`src/hw/rtl/average_pool_hwc_int8_defines.svh`:
```
// ----------------------------------------------------------------------------
// Average pool assertion macros
// Shared property shorthands for the pooling block's RTL checks.
// ----------------------------------------------------------------------------
`ifndef AVERAGE_POOL_HWC_INT8_DEFINES_SVH
`define AVERAGE_POOL_HWC_INT8_DEFINES_SVH

// same-cycle implication, disabled while reset is asserted
`define APOOL_ASSERT_IMPL(name, clk, rstn, ante, cons, msg) \
    name: assert property (@(posedge clk) disable iff (!(rstn)) (ante) |-> (cons)) \
        else $error(msg);

// next-cycle implication, disabled while reset is asserted
`define APOOL_ASSERT_NEXT(name, clk, rstn, ante, cons, msg) \
    name: assert property (@(posedge clk) disable iff (!(rstn)) (ante) |=> (cons)) \
        else $error(msg);

`endif

```
`src/hw/rtl/apool_pkg.sv`:
```
// ----------------------------------------------------------------------------
// Average pool package
// Widths, codes and shared types of the int8 HWC average pooling block.
// ----------------------------------------------------------------------------
package apool_pkg;

    // sample store
    localparam int unsigned STORE_DEPTH = 4096;
    localparam int unsigned STORE_AW    = $clog2(STORE_DEPTH);
    localparam int unsigned PAD_X       = 0;
    localparam int unsigned PAD_Y       = 0;

    // field widths
    localparam int unsigned CFG_W    = 7;
    localparam int unsigned SHIFT_W  = 3;
    localparam int unsigned IDX_W    = 3;
    localparam int unsigned SADDR_W  = 12;
    localparam int unsigned SAMPLE_W = 8;
    localparam int unsigned POS_W    = 6;
    localparam int unsigned COUNT_W  = 13;

    localparam int unsigned S_TDATA_W = 40;
    localparam int unsigned M_TDATA_W = 24;

    // datapath widths
    localparam int unsigned CNT_W   = 2 * CFG_W;             // clipped window size
    localparam int unsigned PIX_W   = 2 * CFG_W + 1;         // pixel index
    localparam int unsigned WIN_AW  = CFG_W + PIX_W;         // window sample address
    localparam int unsigned SUM_W   = CNT_W + SAMPLE_W;      // signed window sum
    localparam int unsigned DIVD_W  = SUM_W + (2 ** SHIFT_W) - 1;
    localparam int unsigned DCNT_W  = $clog2(DIVD_W);

    localparam logic [COUNT_W-1:0] COUNT_MAX = {COUNT_W{1'b1}};

    // command queue
    localparam int unsigned QUEUE_DEPTH = 4;
    localparam int unsigned QPTR_W      = $clog2(QUEUE_DEPTH);

    typedef enum logic {
        OP_LOAD  = 1'b0,
        OP_QUERY = 1'b1
    } op_t;

    typedef enum logic [IDX_W-1:0] {
        REG_IN_WIDTH      = 3'd0,
        REG_IN_HEIGHT     = 3'd1,
        REG_CHANNEL_COUNT = 3'd2,
        REG_WINDOW_WIDTH  = 3'd3,
        REG_WINDOW_HEIGHT = 3'd4,
        REG_COL_STRIDE    = 3'd5,
        REG_ROW_STRIDE    = 3'd6,
        REG_SCALE_SHIFT   = 3'd7
    } cfg_idx_t;

    typedef struct packed {
        logic [CFG_W-1:0]   in_width;
        logic [CFG_W-1:0]   in_height;
        logic [CFG_W-1:0]   channel_count;
        logic [CFG_W-1:0]   window_width;
        logic [CFG_W-1:0]   window_height;
        logic [CFG_W-1:0]   col_stride;
        logic [CFG_W-1:0]   row_stride;
        logic [SHIFT_W-1:0] scale_shift;
    } apool_cfg_t;

    // classified command handed from front to back
    typedef struct packed {
        op_t                       op;
        logic [SADDR_W-1:0]        sample_addr;
        logic signed [SAMPLE_W-1:0] sample_value;
        logic [POS_W-1:0]          channel;
        logic [CFG_W-1:0]          x_lo;
        logic [CFG_W-1:0]          x_span;
        logic [CFG_W-1:0]          y_lo;
        logic [CFG_W-1:0]          y_span;
    } apool_cmd_t;

endpackage

```
`src/hw/rtl/apool_fifo.sv`:
```
// ----------------------------------------------------------------------------
// Average pool command queue
// Small register FIFO between the classifying front and the executing back.
// ----------------------------------------------------------------------------
`include "average_pool_hwc_int8_defines.svh"

module apool_fifo (
    input  logic                  aclk,
    input  logic                  aresetn,
    input  logic                  push,
    input  apool_pkg::apool_cmd_t push_data,
    input  logic                  pop,
    output apool_pkg::apool_cmd_t pop_data,
    output logic                  full,
    output logic                  empty
);
    import apool_pkg::*;

    apool_cmd_t          entry_reg [QUEUE_DEPTH];
    logic [QPTR_W-1:0]   wr_ptr_reg;
    logic [QPTR_W-1:0]   rd_ptr_reg;
    logic [QPTR_W:0]     fill_reg;

    assign full     = (fill_reg == (QPTR_W+1)'(QUEUE_DEPTH));
    assign empty    = (fill_reg == '0);
    assign pop_data = entry_reg[rd_ptr_reg];

    always_ff @(posedge aclk) begin
        if (!aresetn) begin
            wr_ptr_reg <= '0;
            rd_ptr_reg <= '0;
            fill_reg   <= '0;
        end else begin
            if (push) begin
                wr_ptr_reg <= (wr_ptr_reg == QPTR_W'(QUEUE_DEPTH-1)) ? '0 : wr_ptr_reg + 1'b1;
            end
            if (pop) begin
                rd_ptr_reg <= (rd_ptr_reg == QPTR_W'(QUEUE_DEPTH-1)) ? '0 : rd_ptr_reg + 1'b1;
            end
            if (push && !pop) begin
                fill_reg <= fill_reg + 1'b1;
            end else if (pop && !push) begin
                fill_reg <= fill_reg - 1'b1;
            end
        end
    end

    always_ff @(posedge aclk) begin
        if (push) begin
            entry_reg[wr_ptr_reg] <= push_data;
        end
    end

    `APOOL_ASSERT_IMPL(a_no_overflow, aclk, aresetn, push, !full, "push into full queue")
    `APOOL_ASSERT_IMPL(a_no_underflow, aclk, aresetn, pop, !empty, "pop from empty queue")
    `APOOL_ASSERT_NEXT(a_push_fills, aclk, aresetn, push && !pop, !empty, "queue lost an entry")

endmodule

```
`config.mk`:
```
export PLATFORM = sky130hd
export DESIGN_NAME = apool_fifo
export DESIGN_NICKNAME = d
export VERILOG_FILES = /design/src/hw/rtl/apool_pkg.sv /design/src/hw/rtl/apool_fifo.sv
export VERILOG_INCLUDE_DIRS = /design/src /design/src/hw/rtl
export SDC_FILE = /design/constraint.sdc
export NUM_CORES = 1
export LEC_CHECK = 0
export BUFFER_PORTS_ARGS = -buffer_cell sky130_fd_sc_hd__buf_2
export CORE_ASPECT_RATIO = 1.4
export CORE_MARGIN = 4
export CORE_UTILIZATION = 41
export CTS_BUF_LIST = sky130_fd_sc_hd__clkbuf_4
export DETAILED_ROUTE_END_ITERATION = 12
export HOLD_SLACK_MARGIN = 0.1
export PLACE_DENSITY_LB_ADDON = 0.05
export SYNTH_ARGS = -nofsm -noshare
export SYNTH_HDL_FRONTEND = slang
export SYNTH_SLANG_ARGS = --single-unit
```
`constraint.sdc`:
```
create_clock -name aclk -period 2.1 [get_ports aclk]
set_input_delay 0.105 -clock aclk [delete_from_list [all_inputs] [get_ports aclk]]
set_output_delay 0.105 -clock aclk [all_outputs]
set_load 0.03 [all_outputs]
```
After elaboration in Yosys (flattened, before gate mapping)
Memories as Yosys holds them, arrays and structs flattened. A register that Yosys moved wholly into a read port is not among the register bits.
Cells that the tools add are included.
{"block": "totals", "ramBits": 220, "reg_bits": 7, "word_cells": 25, "input_bits": 59, "n_memories": 1}
{"block": "classes", "eq_ne": 3, "add_sub_neg": 4, "mux": 8, "reduce_logical": 6}
{"name": "entry_reg", "depth": 4, "width": 55, "rd": 1, "rd_ports_with_merged_regs": 1, "write_ports": 1, "line_no": "apool_fifo.sv:19", "rtl": "apool_cmd_t entry_reg [QUEUE_DEPTH];"}
{"operator": "2-to-1 mux 2 bit", "count": 4}
{"operator": "2-to-1 mux 3 bit", "count": 2}
{"operator": "adder 2 x 1 -> 2 bit (second input constant)", "count": 2}
{"operator": "equality test 2 bit (second input constant)", "count": 2}
{"operator": "adder 3 x 1 -> 3 bit (second input constant)", "count": 1}
{"operator": "equality test 3 bit (second input constant)", "count": 1}
{"operator": "zero test 3 bit", "count": 1}
{"operator": "subtractor 3 x 1 -> 3 bit (second input constant)", "count": 1}
{"operator": "logical AND 1 bit", "count": 2}
{"operator": "zero test 1 bit", "count": 2}
{"operator": "2-to-1 mux 1 bit", "count": 2}
{"operator": "nonzero test 2 bit", "count": 1}

Longest topological paths before layout
Gate-level depths: netlist of the first run.
{"block": "logic_depth", "word_depth": 4, "mapped_depth": 7}

Least setup slack after synthesis of the first run
Ideal clock, no wire load.
{"block": "synth_path", "path_kind": "register -> register", "from": "reg wr_ptr_reg[0]", "to": "mem entry_reg[3][0] (netlist name) (enable)", "stages_incl_launch_ff": 3, "path_slack_ns": -0.172, "synth_period_minus_slack_ns": 2.272, "arrival_ns": 1.853, "setup_time_ns": 0.418, "cell_sequence": "dfxtp_1 ha_1 and2_1"}
{"item": "start, declared", "line_no": "apool_fifo.sv:20", "rtl": "logic [QPTR_W-1:0] wr_ptr_reg;"}
{"item": "start signal, assigned", "line_no": "apool_fifo.sv:35", "rtl": "wr_ptr_reg <= (wr_ptr_reg == QPTR_W'(QUEUE_DEPTH-1)) ? '0 : wr_ptr_reg + 1'b1;"}
{"item": "end, declared", "line_no": "apool_fifo.sv:19"}
Straight into the memory's write port.

==> results of run 1 <==
[logic make-up (layout without fill, tap and decap cells)]
family	count (synthesis)	in the layout	synth area share
XOR/XNOR	2	2	0.00207
flip-flops	229	229	0.802
other	0	1	0
buffers and inverters	16	291	0.0185
adder cells (fa/ha/maj)	7	7	0.0112
AND/OR/NAND/NOR	15	15	0.0106
multiplexers	59	59	0.153
AO/OA/AOI/OAI	3	3	0.00237
[synth_stat cells, drive strengths merged (2+ instances only)]
cell      n  area (sq um)
nor2b     5          31.3
edfxtp  220          6610
inv       4          15.0
nor3      2          10.0
dfxtp     9           180
and2      5          31.3
mux4     55          1260
ha        6          75.1
buf      11           136
mux2i     4          40.0
[per-stage QoR]
step	hold slack, ps	std cells
floorplan	204	331
global placement	316	699
detailed placement	321	699
CTS	126	854
global route	152	859
finish	208	859
[worst min path at each step]
stage | cells after the start | end | slack [ps]
2_1_floorplan | 0 | entry_reg[0][0] | 200
3_3_place_gp | 1 | entry_reg[3][17] | 320
3_5_place_dp | 1 | entry_reg[0][7] | 320
4_1_cts | 2 | entry_reg[2][47] | 130
5_1_grt | 2 | entry_reg[3][18] | 150
6_report | 2 | entry_reg[2][47] | 210
[power by group through the flow]
| stage | logic [mW] | clock network (mW) | registers (mW) |
|---|---|---|---|
| 6_report | 1.44 | 3.37 | 5.29 |
| 5_1_grt | 1.53 | 3.81 | 5.30 |
| 4_1_cts | 1.42 | 3.53 | 5.29 |
| 3_5_place_dp | 1.16 | 0 | 5.39 |
| 3_3_place_gp | 1.15 | 0 | 5.38 |
| 2_1_floorplan | 0.772 | 0 | 5.37 |
[area by class of cell]
type | instances | area [sq um]
Timing Repair Buffer | 196 | 1850
Tap cell | 252 | 315
Clock buffer | 76 | 571
Sequential cell | 229 | 6790
Inverter | 4 | 15.0
Antenna cell | 1 | 2.50
Clock inverter | 15 | 85.1
Multi-Input combinational cell | 86 | 1520
Fill cell | 1595 | 8930
[layer usage]
layer / wire length (microns) / vias to the layer above / track usage / share of wire
met1: 6770 / 2189 / 0.179 / 0.40
met4: 323 / 0 / 0.0529 / 0.019
li1: - / 1929 / - / -
met3: 839 / 32 / 0.0386 / 0.049
met5: 0 / - / 0 / 0
met2: 9140 / 115 / 0.256 / 0.54
[timing repair]
item | 4_1_cts | 5_1_grt
setup endpoints to repair | 55 | 55
cloned | 2 | 3
buffers inserted | 2 | 1
resized for setup | 79 | 20
endpoints found under the hold margin | 287 | 0
hold buffers | 60 | 0
==> out/summary.txt, run 1 <==
Finished Core Util - 0.555
Min Tclk post-route - 2160 ps
CP max stage delay - 540 ps
Layout cells sized above 1 - 0.454
R2r setup slk - 520 ps
First-pass GRT wire length - 25800 microns
DR iter-0 viols - 148
Avg Inst Size Synth - 25.6 sq um
Total die area - 23000 sq um
Synthesized cell area - 8460 sq um
Power share of the clock group - 0.334
Worst setup margin - -60.4 ps
Sequential share of the synthesized area - 0.802
Die span in x - 129 microns
Post-synth EDFFs - 220
CP Capture Type - output port
Final Instance Area - 11100 sq um
CP bufs+invs - 3
CTS tree - built
Max reg flops - 220
Most frequent CP cell - buf_6
Total grt overflow - 0
Row cnt - 61
Initial Utilization - 0.422
Clk_lat worst skew - 650 ps
H-tree depth - 2
Placed instance area - 9450 sq um
WL final - 17100 microns
PortBufs - 115
Crit path to - pop_data[7]
Leakage power - 3.91 nW
Crit-path max FO - 5
CTS Buffer Depth - 3
Vias in the first global route - 4801
CTS buffer count - 54
Final GP Congestion - 0.663
Max-slew headroom - 0.725
P per Cell Area - 907 nW/um^2
CTS Sinks - 229
DR DRC count - 0
Via count - 4265
MaxCap Viol Count - 0
Setup crit start kind - flip-flop
Worst Skew - 53.7 ps
Avg WL per Cell - 19.9 microns
Hpwl dp - 9880 microns
Most frequent cells in the layout - edfxtp_1 (220), clkbuf_4 (76), buf_2 (73)
Cells after synthesis - 331
Root buf cell - clkbuf_4
Cell Int Power - 7.69 mW
Crit path DAT - 2060 ps
CP max-delay cell - mux4_2
Final net count - 637
Placeable Area - 20100 sq um
Most common cell after layout, fill and taps aside - edfxtp_1
Cells on worst reg2reg path - 5
Antenna-violating nets left - 0
Pin count of the biggest net entering global routing - 29
Die Span Y - 178 microns
RR Endpoint - wr_ptr_reg[1]
Top FF cell, synth - edfxtp_1
Min-delay worst type - in2reg
Power share of the combinational group - 0.142
Drt via density - 4.97
Boundary Pins - 116
Share of synthesized registers carrying an async set or reset - 0
Kind of critical path - reg2out
Seq pwr share - 0.524
Maximum vdd drop - 0.442 mV
P_sw - 2.42 mW
Design Power - 10.1 mW
Overall routing resource usage - 0.148
Initial antenna violation count - 1
Worst slew pin tran - 413 ps
Area Growth Syn to Fin - 31.7%
Fin Setup TNS - -876 ps
Count of cell types in the netlist - 23
Worst-path clk slew - 70 ps
Fin. max-slew vios - 0
Number of synthesized register bits - 229
Reg2Reg Launch Point - wr_ptr_reg[0]
DR pass1 iterations - 4
Final worst-path cycle share - 1.03
Ys Warns - 0
Crit-path leading delay family - multiplexers
RSZ-0062 raised after global routing - yes
Failing checks - setup timing
Fmax - 463 MHz
Worst hold start - push_data[47]
# setup viols final - 26
Status - complete, but fails checks
CP Cell Sequence - buf_6 -> buf_12 -> mux4_2 -> buf_6
Sw frac - 0.240
WP depth - 4
Worst endpoint required time - 2000 ps
Final Hold Vio Count - 0
Setup WS pre-CTS - 463 ps
Syn_nets - 397
(Power assumes the default switching activity.)
==> run 2, diff against run 1 <==
BUFFER_PORTS_ARGS = -buffer_cell sky130_fd_sc_hd__clkbuf_2   (was -buffer_cell sky130_fd_sc_hd__buf_2)
==> run 2 against run 1 <==
Effect of this change: the run still ends with setup timing left; first-iteration DRC count grew 49%; maximum frequency grew 1.9%; global-route usage grew 0.45 points; wire length shrank 0.18%; sequential share of layout area shrank 0.90 points; cell count grew 0.47%; non-clock buffer count grew 1; worst hold slack gained 24 ps; power grew 1.6%; combinational power grew 8%; critical path type unchanged.
==> out/summary.txt, run 2 (synthesis results as in run 1) <==
Status - complete, but fails checks
Failing checks - setup timing
Placed instance area - 9440 sq um
Worst setup margin - -21.0 ps
Leakage power - 4.00 nW
Layout cells sized above 1 - 0.469
Final GP Congestion - 0.669
H-tree depth - 2
Maximum vdd drop - 0.399 mV
MaxCap Viol Count - 0
CTS Buffer Depth - 3
Power share of the clock group - 0.334
R2r setup slk - 510 ps
Most common cell after layout, fill and taps aside - edfxtp_1
Pin count of the biggest net entering global routing - 32
Crit path DAT - 2020 ps
DR DRC count - 0
DR pass1 iterations - 5
CTS buffer count - 54
Via count - 4238
Min-delay worst type - in2reg
WL final - 17000 microns
Setup WS pre-CTS - 435 ps
Initial Utilization - 0.422
Total grt overflow - 0
CTS tree - built
Hpwl dp - 9850 microns
Max reg flops - 220
Final worst-path cycle share - 1.01
Clk_lat worst skew - 630 ps
Die span in x - 129 microns
Vias in the first global route - 4756
Most frequent cells in the layout - edfxtp_1 (220), clkbuf_4 (86), clkbuf_2 (60)
Die Span Y - 178 microns
Reg2Reg Launch Point - wr_ptr_reg[0]
Hold Path Depth - 2
Cell Int Power - 7.83 mW
Worst-path clk slew - 70 ps
P per Cell Area - 908 nW/um^2
Kind of critical path - reg2out
Min Tclk post-route - 2120 ps
P_sw - 2.44 mW
First-pass GRT wire length - 26300 microns
Row cnt - 61
Final Instance Area - 11300 sq um
Seq pwr share - 0.515
Worst slew pin tran - 439 ps
PortBufs - 115
# setup viols final - 8
RR Endpoint - entry_reg[0][34]
Fin. max-slew vios - 0
CP Capture Type - output port
Final net count - 638
Initial antenna violation count - 1
Worst Skew - 17.9 ps
Setup crit start kind - flip-flop
Cells on worst reg2reg path - 4
Avg WL per Cell - 19.7 microns
DR iter-0 viols - 220
Boundary Pins - 116
Crit-path max FO - 8
Area Growth Syn to Fin - 33.7%
# fillers - 1578
Total die area - 23000 sq um
Root buf cell - clkbuf_4
Drt via density - 4.91
RSZ-0062 raised after global routing - yes
Worst hold start - push_data[16]
CTS Sinks - 229
Fmax - 471 MHz
Max-slew headroom - 0.707
Placeable Area - 20100 sq um
Antenna-violating nets left - 0
Power share of the combinational group - 0.151
Worst Hold End - entry_reg[0][16]
Worst endpoint required time - 2000 ps
Sw frac - 0.238
Final Hold Vio Count - 0
Overall routing resource usage - 0.153
[run 2: cell types whose count changed in the layout (fill, tap and decap cells not counted), moves of 2 or more]
cell	before	now
buf_16	3	1
buf_2	73	0
buf_4	2	16
buf_6	44	5
buf_8	0	45
clkbuf_16	2	0
clkbuf_2	0	60
clkbuf_4	76	86
clkinv_1	12	8
clkinv_2	2	0
dlygate4sd3_1	60	58
[run 2: worst max-delay path, stage by stage (launching register included)]
cell	delay, ps
dfxtp_4	380
buf_12	130
buf_12	140
mux4_2	550
buf_8	160
[run 2: power groups by stage]
stage / combinational [mW] / sequential [mW] / clock (mW)
2_1_floorplan: 0.772 / 5.37 / 0
3_3_place_gp: 1.12 / 5.40 / 0
3_5_place_dp: 1.14 / 5.41 / 0
4_1_cts: 1.50 / 5.30 / 3.59
5_1_grt: 1.65 / 5.31 / 3.84
6_report: 1.55 / 5.29 / 3.43
[run 2: worst max path at each step]
stage                   from  depth (start not counted)         endpoint
2_1_floorplan  wr_ptr_reg[0]                          2  entry_reg[3][0]
3_3_place_gp       flip-flop                          3     pop_data[35]
3_5_place_dp            push                          7      fill_reg[2]
4_1_cts            flip-flop                          5     pop_data[23]
5_1_grt            flip-flop                          4     pop_data[16]
6_report           flip-flop                          4     pop_data[16]
[run 2: per-layer routing]
| metal | track usage | up-vias | routed length (microns) |
|---|---|---|---|
| met2 | 0.261 | 120 | 8810 |
| met4 | 0.0559 | 0 | 395 |
| li1 | - | 1926 | - |
| met5 | 0 | - | 0 |
| met3 | 0.0374 | 36 | 897 |
| met1 | 0.188 | 2156 | 6940 |
[run 2: per-stage QoR]
| stage | utilization | setup TNS [ps] | hold slack [ps] | total power, mW | std cells |
|---|---|---|---|---|---|
| floorplan | - | 0 | 204 | 6.14 | 331 |
| global placement | 0.470 | 0 | 319 | 6.52 | 701 |
| detailed placement | 0.470 | 0 | 326 | 6.55 | 701 |
| CTS | 0.560 | -5790 | 166 | 10.4 | 862 |
| global route | 0.564 | -4700 | 185 | 10.8 | 863 |
| finish | 0.564 | -74.8 | 233 | 10.3 | 863 |
[run 2: repair_timing]
action,in CTS,in global routing
setup buffers,7,1
hold buffers,58,0
setup endpoints to repair,55,55
cloned,2,0
hold endpoints to repair,247,0
resized for setup,108,62
[run 2: layout make-up]
type,count,area [sq um],share of cell area
Tap cell,252,315,0.0279
Sequential cell,229,6790,0.600
Clock inverter,8,30.0,0.00265
Antenna cell,1,2.50,0.000221
Timing Repair Buffer,197,2000,0.177
Inverter,4,15.0,0.00133
Clock buffer,86,646,0.0571
Multi-Input combinational cell,86,1510,0.134
==> run 3, diff against run 2 <==
CORE_MARGIN = unset   (was 4)
CORE_UTILIZATION = 50   (was 41)
==> run 3 against run 2 <==
Effect of this change: sequential share of layout area fell by 0.70 points; first-iteration DRC count fell by 8.2%; clock-buffer cell count fell by 13; sequential cell count did not move; power barely moved; utilization rose by 14 points; global-route usage rose by 3.9 points; the run ends with DRC, setup timing left; worst setup slack got worse by 9.2 ps; maximum frequency fell by 0.43%; via count rose by 0.26%; final area rose by 1.1%.
==> out/summary.txt, run 3 (synthesis results as in run 1) <==
Drt via density - 5.21
CTS Sinks - 229
DR DRC count - 7
Min-delay worst type - in2reg
CTS Buffer Depth - 3
Total die area - 17500 sq um
Final Hold Vio Count - 0
Leakage power - 4.06 nW
Boundary Pins - 116
Crit path DAT - 2030 ps
Kind of critical path - reg2out
Avg WL per Cell - 20.3 microns
Crit-path max FO - 6
Fin. max-slew vios - 0
Worst-path clk slew - 80 ps
Via count - 4249
Worst slew pin tran - 373 ps
CP Capture Type - output port
Setup WS pre-CTS - 383 ps
Initial Utilization - 0.517
PortBufs - 115
MaxCap Viol Count - 0
Final net count - 638
Most common cell after layout, fill and taps aside - edfxtp_1
CTS tree - built
DR iter-0 viols - 202
Vias in the first global route - 4647
Initial antenna violation count - 2
Worst endpoint required time - 2000 ps
Antenna-violating nets left - 0
Area Growth Syn to Fin - 35.2%
Fmax - 469 MHz
DR pass1 iterations - 8
Placeable Area - 16400 sq um
Die Span Y - 156 microns
Final GP Congestion - 0.665
Final worst-path cycle share - 1.01
Pin count of the biggest net entering global routing - 39
Clk_lat worst skew - 610 ps
# setup viols final - 16
Fin Setup TNS - -248 ps
Total grt overflow - 0
Maximum vdd drop - 0.620 mV
Root buf cell - clkbuf_4
Die span in x - 112 microns
Layout cells sized above 1 - 0.451
Placed Instances - 646
Max reg flops - 220
H-tree depth - 2
Most frequent cells in the layout - edfxtp_1 (220), clkbuf_4 (73), clkbuf_2 (60)
Non-Filler Instances - 815
First-pass GRT wire length - 24600 microns
Status - complete, but fails checks
Failing checks - DRC, setup timing
Placed instance area - 9330 sq um
Hpwl dp - 8460 microns
Hold_ws - 241 ps
Overall routing resource usage - 0.192
P per Cell Area - 898 nW/um^2
Row cnt - 55
Min Tclk post-route - 2130 ps
Setup crit start kind - flip-flop
CTS buffer count - 52
WL final - 16500 microns
RSZ-0062 raised after global routing - yes
Final Instance Area - 11400 sq um
Max-slew headroom - 0.751
Worst Skew - 41.8 ps
Worst setup margin - -30.2 ps
[run 3: cell types whose count changed in the layout (fill, tap and decap cells not counted), moves of 5 or more]
cell and delta:
buf_4 -10, buf_6 -5, buf_8 +10, clkinv_1 +12
clkbuf_4 -13
[run 3: path summary, 6_finish.rpt]
| path | to | start | slack [ps] | depth (start not counted) |
|---|---|---|---|---|
| max | pop_data[21] | flip-flop | -30 | 4 |
| min | entry_reg[0][18] | push_data[18] | 240 | 2 |
| max reg2reg | entry_reg[3][4] | wr_ptr_reg[0] | 540 | 3 |
| min reg2reg | flip-flop | rd_ptr_reg[1] | 550 | 2 |
[run 3: power breakdown]
| group | switching [mW] | internal (mW) |
|---|---|---|
| Sequential | 0.0578 | 5.22 |
| Combinational | 0.814 | 0.840 |
| Clock | 1.60 | 1.74 |
| Total | 2.47 | 7.80 |
[run 3: worst max-delay path: stages, from the launching register on]
cell       delay [ps]
dfxtp_4           390
buf_12            160
clkbuf_16         170
mux4_2            530
buf_8             160
[run 3: what timing repair did]
item / CTS / global route
buffers inserted: 3 / 0
hold endpoints to repair: 229 / 0
gates resized for setup: 124 / 55
hold buffers: 59 / 0
gates cloned: 6 / 4
endpoints found under the setup margin: 55 / 55
[run 3: layout make-up]
type,instances,area [sq um]
flip-flops and latches,229,6790
fillers,1096,4930
repair buffers,199,2210
multi-input cells,86,1510
clock buffers,73,548
well taps,199,249
clock inverters,23,115
inverters,4,15.0
diodes,2,5.00
[run 3: stage by stage]
| step | util | power (mW) |
|---|---|---|
| after global routing | 0.699 | 10.7 |
| after detailed placement | 0.570 | 6.51 |
| after CTS | 0.690 | 10.3 |
| after floorplan | - | 6.14 |
| final | 0.699 | 10.3 |
| after global placement | 0.570 | 6.48 |
[run 3: layer usage]
| metal | up-vias | share of wire | track usage |
|---|---|---|---|
| met3 | 27 | 0.039 | 0.0408 |
| met4 | 0 | 0.019 | 0.0806 |
| li1 | 1933 | - | - |
| met1 | 2181 | 0.39 | 0.222 |
| met5 | - | 0 | 0 |
| met2 | 108 | 0.55 | 0.345 |
