### config.mk
export PLATFORM = sky130hd
export DESIGN_NAME = apool_front
export DESIGN_NICKNAME = d
export VERILOG_FILES = /design/src/hw/rtl/average_pool_hwc_int8_defines.svh /design/src/hw/rtl/apool_pkg.sv /design/src/hw/rtl/apool_front.sv
export SDC_FILE = /design/constraint.sdc
export NUM_CORES = 1
export LEC_CHECK = 0
export BUFFER_PORTS_ARGS = -buffer_cell sky130_fd_sc_hd__buf_2
export CORE_ASPECT_RATIO = 1.5
export CORE_MARGIN = 2
export CORE_UTILIZATION = 27
export DETAILED_ROUTE_END_ITERATION = 7
export PLACE_DENSITY = 0.53
export REMOVE_ABC_BUFFERS = 1
export SETUP_SLACK_MARGIN = 0.4
export SYNTH_ARGS = -nofsm -noshare
export SYNTH_HDL_FRONTEND = slang
export SYNTH_SLANG_ARGS = --single-unit
export TNS_END_PERCENT = 10
### constraint.sdc
create_clock -name aclk -period 12.94 [get_ports aclk]
set_clock_uncertainty 0.2 [all_clocks]
set_input_delay 2.588 -clock aclk [delete_from_list [all_inputs] [get_ports aclk]]
set_output_delay 2.588 -clock aclk [all_outputs]
set_load 0.01 [all_outputs]
### src/hw/rtl/average_pool_hwc_int8_defines.svh
// ----------------------------------------------------------------------------
// Average pool assertion macros
// Shared property shorthands for the pooling block's RTL checks.
// ----------------------------------------------------------------------------
`ifndef AVERAGE_POOL_HWC_INT8_DEFINES_SVH
`define AVERAGE_POOL_HWC_INT8_DEFINES_SVH

// same-cycle implication, disabled while reset is asserted
`define APOOL_ASSERT_IMPL(name, clk, rstn, ante, cons, msg) \
    name: assert property (@(posedge clk) disable iff (!(rstn)) (ante) |-> (cons)) \
        else $error(msg);

// next-cycle implication, disabled while reset is asserted
`define APOOL_ASSERT_NEXT(name, clk, rstn, ante, cons, msg) \
    name: assert property (@(posedge clk) disable iff (!(rstn)) (ante) |=> (cons)) \
        else $error(msg);

`endif

### src/hw/rtl/apool_pkg.sv
// ----------------------------------------------------------------------------
// Average pool package
// Widths, codes and shared types of the int8 HWC average pooling block.
// ----------------------------------------------------------------------------
package apool_pkg;

    // sample store
    localparam int unsigned STORE_DEPTH = 4096;
    localparam int unsigned STORE_AW    = $clog2(STORE_DEPTH);
    localparam int unsigned PAD_X       = 0;
    localparam int unsigned PAD_Y       = 0;

    // field widths
    localparam int unsigned CFG_W    = 7;
    localparam int unsigned SHIFT_W  = 3;
    localparam int unsigned IDX_W    = 3;
    localparam int unsigned SADDR_W  = 12;
    localparam int unsigned SAMPLE_W = 8;
    localparam int unsigned POS_W    = 6;
    localparam int unsigned COUNT_W  = 13;

    localparam int unsigned S_TDATA_W = 40;
    localparam int unsigned M_TDATA_W = 24;

    // datapath widths
    localparam int unsigned CNT_W   = 2 * CFG_W;             // clipped window size
    localparam int unsigned PIX_W   = 2 * CFG_W + 1;         // pixel index
    localparam int unsigned WIN_AW  = CFG_W + PIX_W;         // window sample address
    localparam int unsigned SUM_W   = CNT_W + SAMPLE_W;      // signed window sum
    localparam int unsigned DIVD_W  = SUM_W + (2 ** SHIFT_W) - 1;
    localparam int unsigned DCNT_W  = $clog2(DIVD_W);

    localparam logic [COUNT_W-1:0] COUNT_MAX = {COUNT_W{1'b1}};

    // command queue
    localparam int unsigned QUEUE_DEPTH = 4;
    localparam int unsigned QPTR_W      = $clog2(QUEUE_DEPTH);

    typedef enum logic {
        OP_LOAD  = 1'b0,
        OP_QUERY = 1'b1
    } op_t;

    typedef enum logic [IDX_W-1:0] {
        REG_IN_WIDTH      = 3'd0,
        REG_IN_HEIGHT     = 3'd1,
        REG_CHANNEL_COUNT = 3'd2,
        REG_WINDOW_WIDTH  = 3'd3,
        REG_WINDOW_HEIGHT = 3'd4,
        REG_COL_STRIDE    = 3'd5,
        REG_ROW_STRIDE    = 3'd6,
        REG_SCALE_SHIFT   = 3'd7
    } cfg_idx_t;

    typedef struct packed {
        logic [CFG_W-1:0]   in_width;
        logic [CFG_W-1:0]   in_height;
        logic [CFG_W-1:0]   channel_count;
        logic [CFG_W-1:0]   window_width;
        logic [CFG_W-1:0]   window_height;
        logic [CFG_W-1:0]   col_stride;
        logic [CFG_W-1:0]   row_stride;
        logic [SHIFT_W-1:0] scale_shift;
    } apool_cfg_t;

    // classified command handed from front to back
    typedef struct packed {
        op_t                       op;
        logic [SADDR_W-1:0]        sample_addr;
        logic signed [SAMPLE_W-1:0] sample_value;
        logic [POS_W-1:0]          channel;
        logic [CFG_W-1:0]          x_lo;
        logic [CFG_W-1:0]          x_span;
        logic [CFG_W-1:0]          y_lo;
        logic [CFG_W-1:0]          y_span;
    } apool_cmd_t;

endpackage

### src/hw/rtl/apool_front.sv
// ----------------------------------------------------------------------------
// Average pool front end
// Registers input transactions, clips query windows to the image and queues them.
// ----------------------------------------------------------------------------
module apool_front (
    input  logic                                aclk,
    input  logic                                aresetn,
    input  apool_pkg::apool_cfg_t               cfg,
    input  logic                                s_tvalid,
    output logic                                s_tready,
    input  logic [apool_pkg::S_TDATA_W-1:0]     s_tdata,
    input  logic                                s_tuser,
    input  logic                                q_full,
    output logic                                q_push,
    output apool_pkg::apool_cmd_t               q_cmd
);
    import apool_pkg::*;

    // returns {lo, span} of [pos*step - pad, +len) clipped to [0, limit)
    function automatic logic [2*CFG_W-1:0] clip_span(
        input logic [POS_W-1:0] pos,
        input logic [CFG_W-1:0] step,
        input logic [CFG_W-1:0] len,
        input logic [CFG_W-1:0] limit,
        input logic [POS_W-1:0] pad
    );
        logic [12:0]        prod;
        logic signed [14:0] a;
        logic signed [14:0] b;
        logic signed [14:0] lim;
        logic signed [14:0] lo;
        logic signed [14:0] hi;
        logic signed [14:0] span;
        prod = 13'(pos) * 13'(step);
        a    = signed'({2'b00, prod}) - signed'(15'(pad));
        b    = a + signed'(15'(len));
        lim  = signed'(15'(limit));
        lo   = (a < 15'sd0) ? 15'sd0 : a;
        hi   = (b > lim) ? lim : b;
        span = (hi > lo) ? (hi - lo) : 15'sd0;
        return {lo[CFG_W-1:0], span[CFG_W-1:0]};
    endfunction

    logic                       valid_reg;
    op_t                        op_reg;
    logic [SADDR_W-1:0]         addr_reg;
    logic signed [SAMPLE_W-1:0] value_reg;
    logic [POS_W-1:0]           col_reg;
    logic [POS_W-1:0]           row_reg;
    logic [POS_W-1:0]           chan_reg;

    logic [2*CFG_W-1:0]         x_clip;
    logic [2*CFG_W-1:0]         y_clip;
    logic                       s_accept;

    assign s_tready = !valid_reg || !q_full;
    assign s_accept = s_tvalid && s_tready;
    assign q_push   = valid_reg && !q_full;

    assign x_clip = clip_span(col_reg, cfg.col_stride, cfg.window_width, cfg.in_width,
                              POS_W'(PAD_X));
    assign y_clip = clip_span(row_reg, cfg.row_stride, cfg.window_height, cfg.in_height,
                              POS_W'(PAD_Y));

    always_comb begin
        q_cmd.op           = op_reg;
        q_cmd.sample_addr  = addr_reg;
        q_cmd.sample_value = value_reg;
        q_cmd.channel      = chan_reg;
        q_cmd.x_lo         = x_clip[2*CFG_W-1:CFG_W];
        q_cmd.x_span       = x_clip[CFG_W-1:0];
        q_cmd.y_lo         = y_clip[2*CFG_W-1:CFG_W];
        q_cmd.y_span       = y_clip[CFG_W-1:0];
    end

    always_ff @(posedge aclk) begin
        if (!aresetn) begin
            valid_reg <= 1'b0;
        end else if (s_accept) begin
            valid_reg <= 1'b1;
        end else if (q_push) begin
            valid_reg <= 1'b0;
        end
    end

    always_ff @(posedge aclk) begin
        if (s_accept) begin
            op_reg    <= op_t'(s_tuser);
            addr_reg  <= s_tdata[11:0];
            value_reg <= s_tdata[19:12];
            col_reg   <= s_tdata[25:20];
            row_reg   <= s_tdata[31:26];
            chan_reg  <= s_tdata[37:32];
        end
    end

endmodule

== After elaboration in Yosys (flattened, before gate mapping) ==
Index checks and enable logic that the tools add are counted.
Operators by class
  add/subtract/negate cells: 4
  multiply operators: 2
  order comparisons: 6
  muxes and demuxes: 8
  reduce and logical (&&, ||, !) cells: 6
Operators by type and width (number)
  $add A13 B7 Y14: 2
  $gt A14 B13 Y1: 2
  $gt A14 B7 Y1: 2
  $mux W14: 2
  $lt A13 B1 Y1 const B: 2
  $mul A6 B7 Y13: 2
  $mux W13: 2
  $mux W7: 2
  $sub A7 B7 Y7: 2
  $logic_and A1 B1 Y1: 2
  $logic_not A1 Y1: 2
  $mux W1: 2
  $reduce_bool A2 Y1: 1
  $logic_or A1 B1 Y1: 1
Storage, ports and cells
  bits in registers: 40
  input bits: 97
  output and inout port bits: 57
  logic and storage cells: 33

== Logic depth before layout (Yosys ltp) ==
Gate-level depths: netlist of run 1.
  depth after elaboration: 6
  mapped depth: 31
  gate-level depth less buffers: 31

== Worst setup path after synthesis of run 1 ==
No wires, ideal clock.
  kind: input port to output port
  start point: in cfg[10] in the netlist's numbering
  end point: out q_cmd[18] in the netlist's numbering
  arrival time: 8.679 ns
  data required time: 10.152 ns
  path slack: 1.473 ns
  cell stages on the path: 24
  path buffers: 0
  path through: nand2_1 fa_1 fa_1 fa_1 inv_1 ha_1 xor2_1 ha_1 or2_2 o31ai_2 xnor2_1 ha_1 o22ai_1 a21oi_1 nor4_4 mux2_2 ha_1 a21o_1 a21oi_1 nor2b_1 o21a_1 o21ai_0 a2111oi_2 nor3b_1
RTL lines
  start: declaration: line apool_front.sv:8  | input apool_pkg::apool_cfg_t cfg,
  end: declaration: line apool_front.sv:15  | output apool_pkg::apool_cmd_t q_cmd

==> key figures, run 1 <==
Outcome
  – Status: completed

Timing
  – Setup ws final: 914 ps
  – Final Slew Violations: 0
  – Slew HR: 0.389
  – Worst hold margin: 334 ps
  – Worst-Margin Slew: 917 ps
  – Fmax: 0.0832 GHz
  – Final setup violation count: 0
  – Total Negative Setup Slacks: 0 ps
  – RSZ-0062 raised after global routing: false
  – Hold violation count in the final report: 0
  – Tcrit/Tclk final: 0.929
  – Fin crit period: 12030 ps

GRT
  – Vias in the first global route: 4461
  – First-pass GRT wire length: 20100 um
  – Largest net degree at the start of global routing: 40
  – Total Routing Usage GR: 0.114
  – Initial antenna violation count: 0
  – GRT overflow: 0

Logic synthesis
  – Post-synth EDFFs: 39
  – Post-synth top area cell: edfxtp_1
  – #FFs+latches synth: 40
  – Largest cells by area after synthesis: edfxtp_1, ha_1, fa_1
  – Yosys warnings: 0
  – Cell area after synthesis: 5520 sq um
  – Mapped Cells: 579
  – Seq/Total Area, Yosys: 0.216
  – Synth Flop Type: edfxtp_1
  – Post-synth top cells: inv_1, ha_1, nand2_1
  – Unique masters post-synth: 57
  – Share of the synthesized area in the top cell type: 0.212
  – Post-synthesis async set-or-reset flop share: 0
  – Count leader, synth: inv_1
  – Syn avg cell area: 9.53 sq um

Power and ir drop
  – Combinational power share: 0.710
  – Worst IR Drop VDD: 83.2 uV
  – Clk network pwr share: 0.125
  – Internal: 0.000523 W
  – Sw Ratio: 0.448
  – Pleak: 3.35 nW
  – P_sw: 0.000424 W
  – Pwr dens: 141 nW/um^2
  – Reg power frac: 0.165

Placement
  – IO buf count: 141
  – GP Congestion: 0.800
  – Post-Place Cells: 982
  – DP Wirelength: 11100 um
  – Pre-CTS WS: 619 ps

Critical path
  – Setup crit end kind: output port
  – Crit-path slowest cell: fa_1
  – Required @ worst endpoint: 10150 ps
  – Setup CP Type: input pin to output port
  – Worst Path Buf+Inv: 3
  – Crit path top cell by count: ha_1
  – Flop2flop setup slack: 11210 ps
  – Arrival time worst endpoint: 9240 ps
  – Critical path fanouts, max: 7
  – CP delay by family, top: adder cells
  – Startpoint types: input pin
  – Largest incremental delay on the critical path: 550 ps

Clock tree
  – Clk buf depth: 2
  – H-tree depth: 2
  – Num CTS Buffers: 5
  – Clock Root Buffer: clkbuf_16
  – CTS tree: done
  – Reg clk slew, reported paths: 60 ps
  – CTS sink cnt: 40
  – Clk_lat worst skew: 280 ps

Route
  – DRC: 0
  – Via/cell ratio: 4.58
  – Via Count: 4548
  – Routed Antenna Nets: 0
  – Initial DRC count: 105
  – Drt pass-1 iters: 4
  – Wire per inst: 12.8 um
  – Drt total wl: 12700 um

Floorplanning
  – Top-level I/O count: 154
  – Core area: 20300 sq um
  – Die area: 21600 sq um
  – Initial Util: 0.272
  – Die Height: 179 um
  – FP Rows: 64
  – Die W: 121 um

Finish
  – Area growth from synthesis to layout: 22.0%
  – Max FFs per register: 12
  – Final nets: 956
  – Post-route insts no fill: 994
  – # diodes: 0
  – Share of layout cells above drive strength 1: 0.237
  – Final core utilization: 0.332
  – Filler instances: 2186

Min path
  – Hold WC Path Type: flop to flop

Flow run
  – Max Cap Viol: 0
## final cells by class
cell class | instances | area, sq um | area share
Inverter | 88 | 330 | 0.0491
Tap cell | 264 | 330 | 0.0491
Clock inverter | 2 | 12.5 | 0.00186
Clock buffer | 6 | 129 | 0.0191
Multi-Input combinational cell | 448 | 4000 | 0.594
Timing Repair Buffer | 146 | 743 | 0.110
Sequential cell | 40 | 1190 | 0.177
## layout by cell type (no fill, tap or decap), types with 2 or more instances in the layout
cell type / n
and4_1: 2
o211ai_1: 5
nor4_1: 2
and3_1: 3
xor2_1: 8
or3_1: 2
nor3_1: 3
nor2_1: 26
nor2b_1: 14
buf_4: 5
and2_1: 50
nand4_1: 6
a21oi_1: 23
inv_1: 88
a221oi_1: 2
nand2b_1: 2
a211oi_1: 8
xnor2_1: 14
o31a_1: 2
mux2i_1: 4
nand3_1: 5
a21o_1: 17
ha_1: 84
a31oi_1: 3
buf_2: 141
edfxtp_1: 39
fa_1: 46
mux2_2: 12
o2111a_1: 2
o21ai_0: 15
clkbuf_16: 5
o21bai_1: 2
o21a_1: 5
nor3b_1: 4
nand2_1: 54
## power groups by stage
| stage | clock network (W) | logic (W) | registers [W] |
|---|---|---|---|
| finish | 0.000118 | 0.000673 | 0.000157 |
| global route | 0.000128 | 0.000763 | 0.000158 |
| CTS | 0.000123 | 0.000673 | 0.000157 |
| detailed placement | 0 | 0.000669 | 0.000159 |
| global placement | 0 | 0.000667 | 0.000159 |
| floorplan | 0 | 0.000502 | 0.000161 |
## worst register-to-register path, stage by stage (launching register included)
cell     delay, ps
dfxtp_1        320
nand2_1         70
and2_2         750
## timing repair
item                                    in CTS  in global routing
endpoints found under the setup margin       0                  7
setup buffers                                0                  4
hold buffers                                 0                  0
resized for setup                            0                  2
## cells by family (layout without fill, tap and decap cells)
group,count (synthesis),in the layout,share of synthesized area
AND/OR/NAND/NOR,182,182,0.176
adder cells (fa/ha/maj),130,130,0.357
AO/OA/AOI/OAI,98,98,0.122
buffers and inverters,91,242,0.0628
flip-flops,40,40,0.216
XOR/XNOR,22,22,0.0349
multiplexers,16,16,0.0317
## metrics by stage
step / cell area, sq um / power [W]
floorplan: 5500 / 0.000663
detailed placement: 6550 / 0.000828
global route: 6730 / 0.00105
CTS: 6690 / 0.000953
global placement: 6550 / 0.000826
finish: 6730 / 0.000948
## routing by layer
layer  share of wire  up-vias  track usage
met5               0        -            0
met4           0.018        0       0.0320
met3           0.033       19       0.0165
met2            0.55       84        0.216
met1            0.40     2160        0.132
li1                -     2285            -
## final timing paths
check,start,endpoint,cells after the start
setup / recovery,cfg[12],q_cmd[18],26
hold / removal,valid_reg,valid_reg,2
setup reg to reg,valid_reg,addr_reg[7],2
hold reg to reg,valid_reg,valid_reg,2
No activity file was read; power rests on OpenSTA's default activity.
==> run 2: changes to the inputs <==
PLACE_DENSITY = 0.48   (was 0.53)
==> key figures, run 2 (synthesis results as in run 1) <==
Route
  – Initial DRC count: 148 (+41%)
  – Wire per inst: 12.5 um (-1.9%)
  – Drt total wl: 12400 um (-2.1%)
  – Routed Antenna Nets: 0 (unchanged)
  – Via/cell ratio: 4.55 (-0.61%)
  – Via Count: 4511 (-0.81%)
  – DRC: 0 (unchanged)
  – Drt pass-1 iters: 4 (unchanged)

Clock tree
  – Num CTS Buffers: 5 (unchanged)
  – CTS sink cnt: 40 (unchanged)
  – Clock Root Buffer: clkbuf_16
  – CTS tree: done
  – CTS Hold Bufs: 0 (unchanged)
  – Reg clk slew, reported paths: 60 ps (about the same)
  – H-tree depth: 2 (unchanged)
  – Clk buf depth: 2 (unchanged)
  – Clk_lat worst skew: 280 ps (about the same)

Placement
  – GP Congestion: 0.775 (-3.1%)
  – DP Wirelength: 10900 um (-2.4%)
  – IO buf count: 141 (unchanged)

Floorplanning
  – Die W: 121 um (unchanged)
  – Core area: 20300 sq um (unchanged)
  – Top-level I/O count: 154 (unchanged)
  – Die Height: 179 um (unchanged)
  – FP Rows: 64 (unchanged)
  – Die area: 21600 sq um (unchanged)
  – Initial Util: 0.272 (unchanged)

Finish
  – # diodes: 0 (unchanged)
  – Area growth from synthesis to layout: 21.8%
  – Final nets: 954 (-0.21%)
  – Commonest non-fill, non-tap cell in the layout: buf_2
  – Final core utilization: 0.332 (-0.000371)
  – Share of layout cells above drive strength 1: 0.234 (-0.00347)
  – Most frequent cells in the layout: buf_2, inv_1, ha_1, nand2_1, and2_1
  – Max FFs per register: 12 (unchanged)

Critical path
  – Critical path fanouts, max: 7 (unchanged)
  – Worst r2r path cells: 2 (unchanged)
  – Setup CP Type: input pin to output port
  – Startpoint types: input pin
  – Flop2flop setup slack: 11240 ps (+30 ps)
  – Arrival time worst endpoint: 9190 ps (-50 ps)
  – Setup crit end kind: output port
  – Required @ worst endpoint: 10150 ps (about the same)

Timing
  – Tcrit/Tclk final: 0.926 (-0.00354)
  – Total Negative Setup Slacks: 0 ps (unchanged)
  – RSZ-0062 raised after global routing: true
  – Final Slew Violations: 0 (unchanged)
  – Hold violation count in the final report: 0 (unchanged)
  – Fin crit period: 11980 ps (-45.8 ps)
  – Slew HR: 0.420 (+0.0309)
  – Fmax: 0.0835 GHz (+0.38%)
  – Final setup violation count: 0 (unchanged)
  – Worst-Margin Slew: 870 ps (-46.3 ps)

Power and ir drop
  – Worst IR Drop VDD: 108 uV (+30%)
  – Pwr dens: 141 nW/um^2 (+0.18%)
  – Pleak: 3.33 nW (-0.45%)

GRT
  – First-pass GRT wire length: 21400 um (+6.2%)
  – Initial antenna violation count: 0 (unchanged)
  – Total Routing Usage GR: 0.120 (+0.00586)
  – Vias in the first global route: 4672 (+4.7%)
  – Largest net degree at the start of global routing: 40 (unchanged)
  – GRT overflow: 0 (unchanged)

Min path
  – Hold WC Path Type: flop to flop
  – Worst hold stages: 2 (unchanged)

Outcome
  – Status: completed

Flow run
  – Max Cap Viol: 0 (unchanged)
run 2: cell types whose count changed in the layout (fill, tap and decap cells not counted), sizes merged:
cell  delta
buf      -2
run 2: area by class of cell:
type	instances	area [sq um]
repair buffers	144	728
clock buffers	6	129
well taps	264	330
clock inverters	2	11.3
flip-flops and latches	40	1190
multi-input cells	448	4010
inverters	88	330
fillers	2182	13500
run 2: final timing paths:
| check | start | end |
|---|---|---|
| worst max-delay path | cfg[13] | q_cmd[18] |
| worst max register to register | valid_reg | addr_reg[11] |
| worst min register to register | valid_reg | valid_reg |
| worst min-delay path | valid_reg | valid_reg |
run 2: routing by layer:
layer / part of all wire / global-route usage
met5: 0 / 0
met4: 0.016 / 0.0359
met3: 0.043 / 0.0169
met2: 0.52 / 0.218
met1: 0.42 / 0.147
run 2: worst max-delay path: stages:
cell and delay [ps]:
buf_2 130, nand2_1 90, fa_1 570, fa_1 440, fa_1 540, inv_1 40, ha_1 340, xor2_1 280
ha_1 310, or2_2 320, o31ai_2 90, xnor2_1 130, ha_1 320, nand3_1 90, o22ai_1 110, a21oi_1 100
nor4_4 260, buf_4 200, mux2_2 350, ha_1 350, a21o_1 130, a21oi_1 70, nor2b_1 160, o21a_1 150
o21ai_0 150, a2111oi_4 500, nor3b_1 230, buf_2 160
run 2: power breakdown:
group / internal (W) / total, W / switching (W)
clock: 0.0000707 / 0.000118 / 0.0000470
sequential: 0.000152 / 0.000157 / 0.00000548
combinational: 0.000299 / 0.000674 / 0.000375
total: 0.000521 / 0.000948 / 0.000427
run 2: repair_timing:
item / in CTS / in global routing
setup buffers: 0 / 3
setup endpoints to repair: 0 / 12
gates resized for setup: 0 / 2
run 2: stage by stage:
step / instance area, sq um / setup slack (ps) / hold slack, ps / total power (W) / cells
floorplan: 5500 / 1470 / 287 / 0.000663 / 576
global placement: 6540 / 740 / 318 / 0.000829 / 981
detailed placement: 6540 / 711 / 327 / 0.000828 / 981
CTS: 6680 / 676 / 337 / 0.000955 / 989
global route: 6730 / 382 / 368 / 0.00107 / 992
finish: 6730 / 960 / 333 / 0.000948 / 992
==> run 3: changes to the inputs <==
CTS_BUF_LIST = sky130_fd_sc_hd__clkbuf_16   (was default)
==> key figures, run 3 (synthesis results as in run 1) <==
Route
  – Initial DRC count: 148 (unchanged)
  – Drt pass-1 iters: 4 (unchanged)
  – DRC: 0 (unchanged)
  – Wire per inst: 12.5 um (about the same)
  – Via/cell ratio: 4.54 (about the same)
  – Routed Antenna Nets: 0 (unchanged)
  – Via Count: 4508 (-0.067%)
  – Drt total wl: 12400 um (about the same)

Power and ir drop
  – Clk network pwr share: 0.123 (about the same)
  – Pwr dens: 141 nW/um^2 (about the same)
  – P_sw: 0.000427 W (about the same)
  – Pleak: 3.34 nW (+0.12%)
  – Combinational power share: 0.711 (about the same)
  – Internal: 0.000520 W (-0.15%)
  – Reg power frac: 0.166 (about the same)
  – Worst IR Drop VDD: 108 uV (about the same)
  – Sw Ratio: 0.451 (about the same)

Critical path
  – CP delay by family, top: adder cells
  – Flop2flop setup slack: 11240 ps (about the same)
  – Critical path fanouts, max: 7 (unchanged)
  – R2R Path Start: valid_reg
  – Crit-path slowest cell: fa_1
  – Setup CP Type: input pin to output port
  – Worst Path Buf+Inv: 4 (unchanged)
  – Startpoint types: input pin
  – Crit path top cell by count: ha_1
  – Setup crit end kind: output port
  – Required @ worst endpoint: 10150 ps (about the same)
  – Largest incremental delay on the critical path: 570 ps (about the same)
  – Arrival time worst endpoint: 9190 ps (about the same)
  – FF-to-FF End: addr_reg[11]
  – Worst r2r path cells: 2 (unchanged)

Floorplanning
  – Die Height: 179 um (unchanged)
  – Initial Util: 0.272 (unchanged)
  – Die W: 121 um (unchanged)
  – Top-level I/O count: 154 (unchanged)
  – FP Rows: 64 (unchanged)
  – Die area: 21600 sq um (unchanged)
  – Core area: 20300 sq um (unchanged)

Finish
  – Area growth from synthesis to layout: 21.8% (unchanged)
  – Final core utilization: 0.332 (unchanged)
  – Share of layout cells above drive strength 1: 0.234 (unchanged)
  – Max FFs per register: 12 (unchanged)
  – # diodes: 0 (unchanged)
  – Most frequent cells in the layout: buf_2, inv_1, ha_1, nand2_1, and2_1
  – Final nets: 954 (unchanged)
  – Filler instances: 2182 (unchanged)
  – Commonest non-fill, non-tap cell in the layout: buf_2

Timing
  – RSZ-0062 raised after global routing: true
  – Final setup violation count: 0 (unchanged)
  – Slew HR: 0.420 (about the same)
  – Hold violation count in the final report: 0 (unchanged)
  – Fmax: 0.0835 GHz (unchanged)
  – Total Negative Setup Slacks: 0 ps (unchanged)
  – Worst-Margin Slew: 870 ps (-0.224 ps)
  – Fin crit period: 11980 ps (unchanged)
  – Setup ws final: 960 ps (unchanged)
  – Final Slew Violations: 0 (unchanged)
  – Tcrit/Tclk final: 0.926 (unchanged)

Clock tree
  – Clk buf depth: 2 (unchanged)
  – Num CTS Buffers: 5 (unchanged)
  – H-tree depth: 2 (unchanged)
  – CTS sink cnt: 40 (unchanged)
  – CTS tree: done
  – Clock Root Buffer: clkbuf_16
  – CTS Hold Bufs: 0 (unchanged)
  – Clk_lat worst skew: 280 ps (about the same)
  – Reg clk slew, reported paths: 60 ps (about the same)

Flow run
  – Max Cap Viol: 0 (unchanged)

Placement
  – IO buf count: 141 (unchanged)
  – DP Wirelength: 10900 um (unchanged)
  – Pre-CTS WS: 711 ps (unchanged)
  – GP Congestion: 0.775 (unchanged)

Min path
  – Hold Path Origin: valid_reg
  – Worst hold stages: 2 (unchanged)
  – Hold EP: valid_reg
  – Hold WC Path Type: flop to flop

GRT
  – Total Routing Usage GR: 0.120 (unchanged)
  – GRT overflow: 0 (unchanged)
  – Largest net degree at the start of global routing: 40 (unchanged)
  – Initial antenna violation count: 0 (unchanged)
  – Vias in the first global route: 4672 (unchanged)
  – First-pass GRT wire length: 21400 um (unchanged)

Outcome
  – Status: completed
## run 3: changes by cell type in the layout (fill, tap and decap cells not counted)
cell	change
inv_1	+1
clkbuf_1	-1
## run 3: how the worst max path moves through the flow
stage | slack (ps) | endpoint | startpoint | cells after the start
after floorplan | 1470 | q_cmd[18] | cfg[10] | 24
after global placement | 740 | q_cmd[18] | cfg[12] | 26
after detailed placement | 710 | q_cmd[18] | cfg[10] | 27
after CTS | 680 | q_cmd[18] | cfg[10] | 27
after global routing | 380 | q_cmd[18] | cfg[11] | 28
final | 960 | q_cmd[18] | cfg[13] | 28
## run 3: layer usage
metal  part of all wire  routed length [um]  vias to the layer above  global-route usage
li1                   -                   -                     2288                   -
met1               0.42                5240                     2109               0.147
met2               0.52                6470                       99               0.218
met3              0.043                 533                       12              0.0169
met4              0.016                 196                        0              0.0359
met5                  0                   0                        -                   0
## run 3: timing repair
| item | in CTS | in global routing |
|---|---|---|
| buffers inserted | 0 | 3 |
| endpoints found under the setup margin | 0 | 12 |
| resized for setup | 0 | 2 |
## run 3: worst reg2reg max path: cells and delay by family (launching register included)
kind | cells | cell delay (ps)
DFF | 1 | 320
and+or+nand+nor | 2 | 790
## run 3: layout make-up
type,instances,area (sq um),share of cell area
Clock inverter,3,15.0,0.00223
Clock buffer,5,125,0.0186
Timing Repair Buffer,144,728,0.108
Multi-Input combinational cell,448,4010,0.596
Tap cell,264,330,0.0491
Inverter,88,330,0.0491
Sequential cell,40,1190,0.177
## run 3: metrics by stage
stage               cell area (sq um)  total power [W]  instances  hold WS (ps)
floorplan                        5500         0.000663        576           287
global placement                 6540         0.000829        981           318
detailed placement               6540         0.000828        981           327
CTS                              6680         0.000954        989           337
global route                     6730          0.00106        992           368
finish                           6730         0.000948        992           332
## run 3: power groups by stage
| stage | Sequential [W] | Clock, W | Combinational (W) |
|---|---|---|---|
| floorplan | 0.000161 | 0 | 0.000502 |
| detailed placement | 0.000160 | 0 | 0.000668 |
| global route | 0.000159 | 0.000126 | 0.000781 |
| global placement | 0.000160 | 0 | 0.000669 |
| finish | 0.000157 | 0.000117 | 0.000673 |
| CTS | 0.000157 | 0.000123 | 0.000674 |
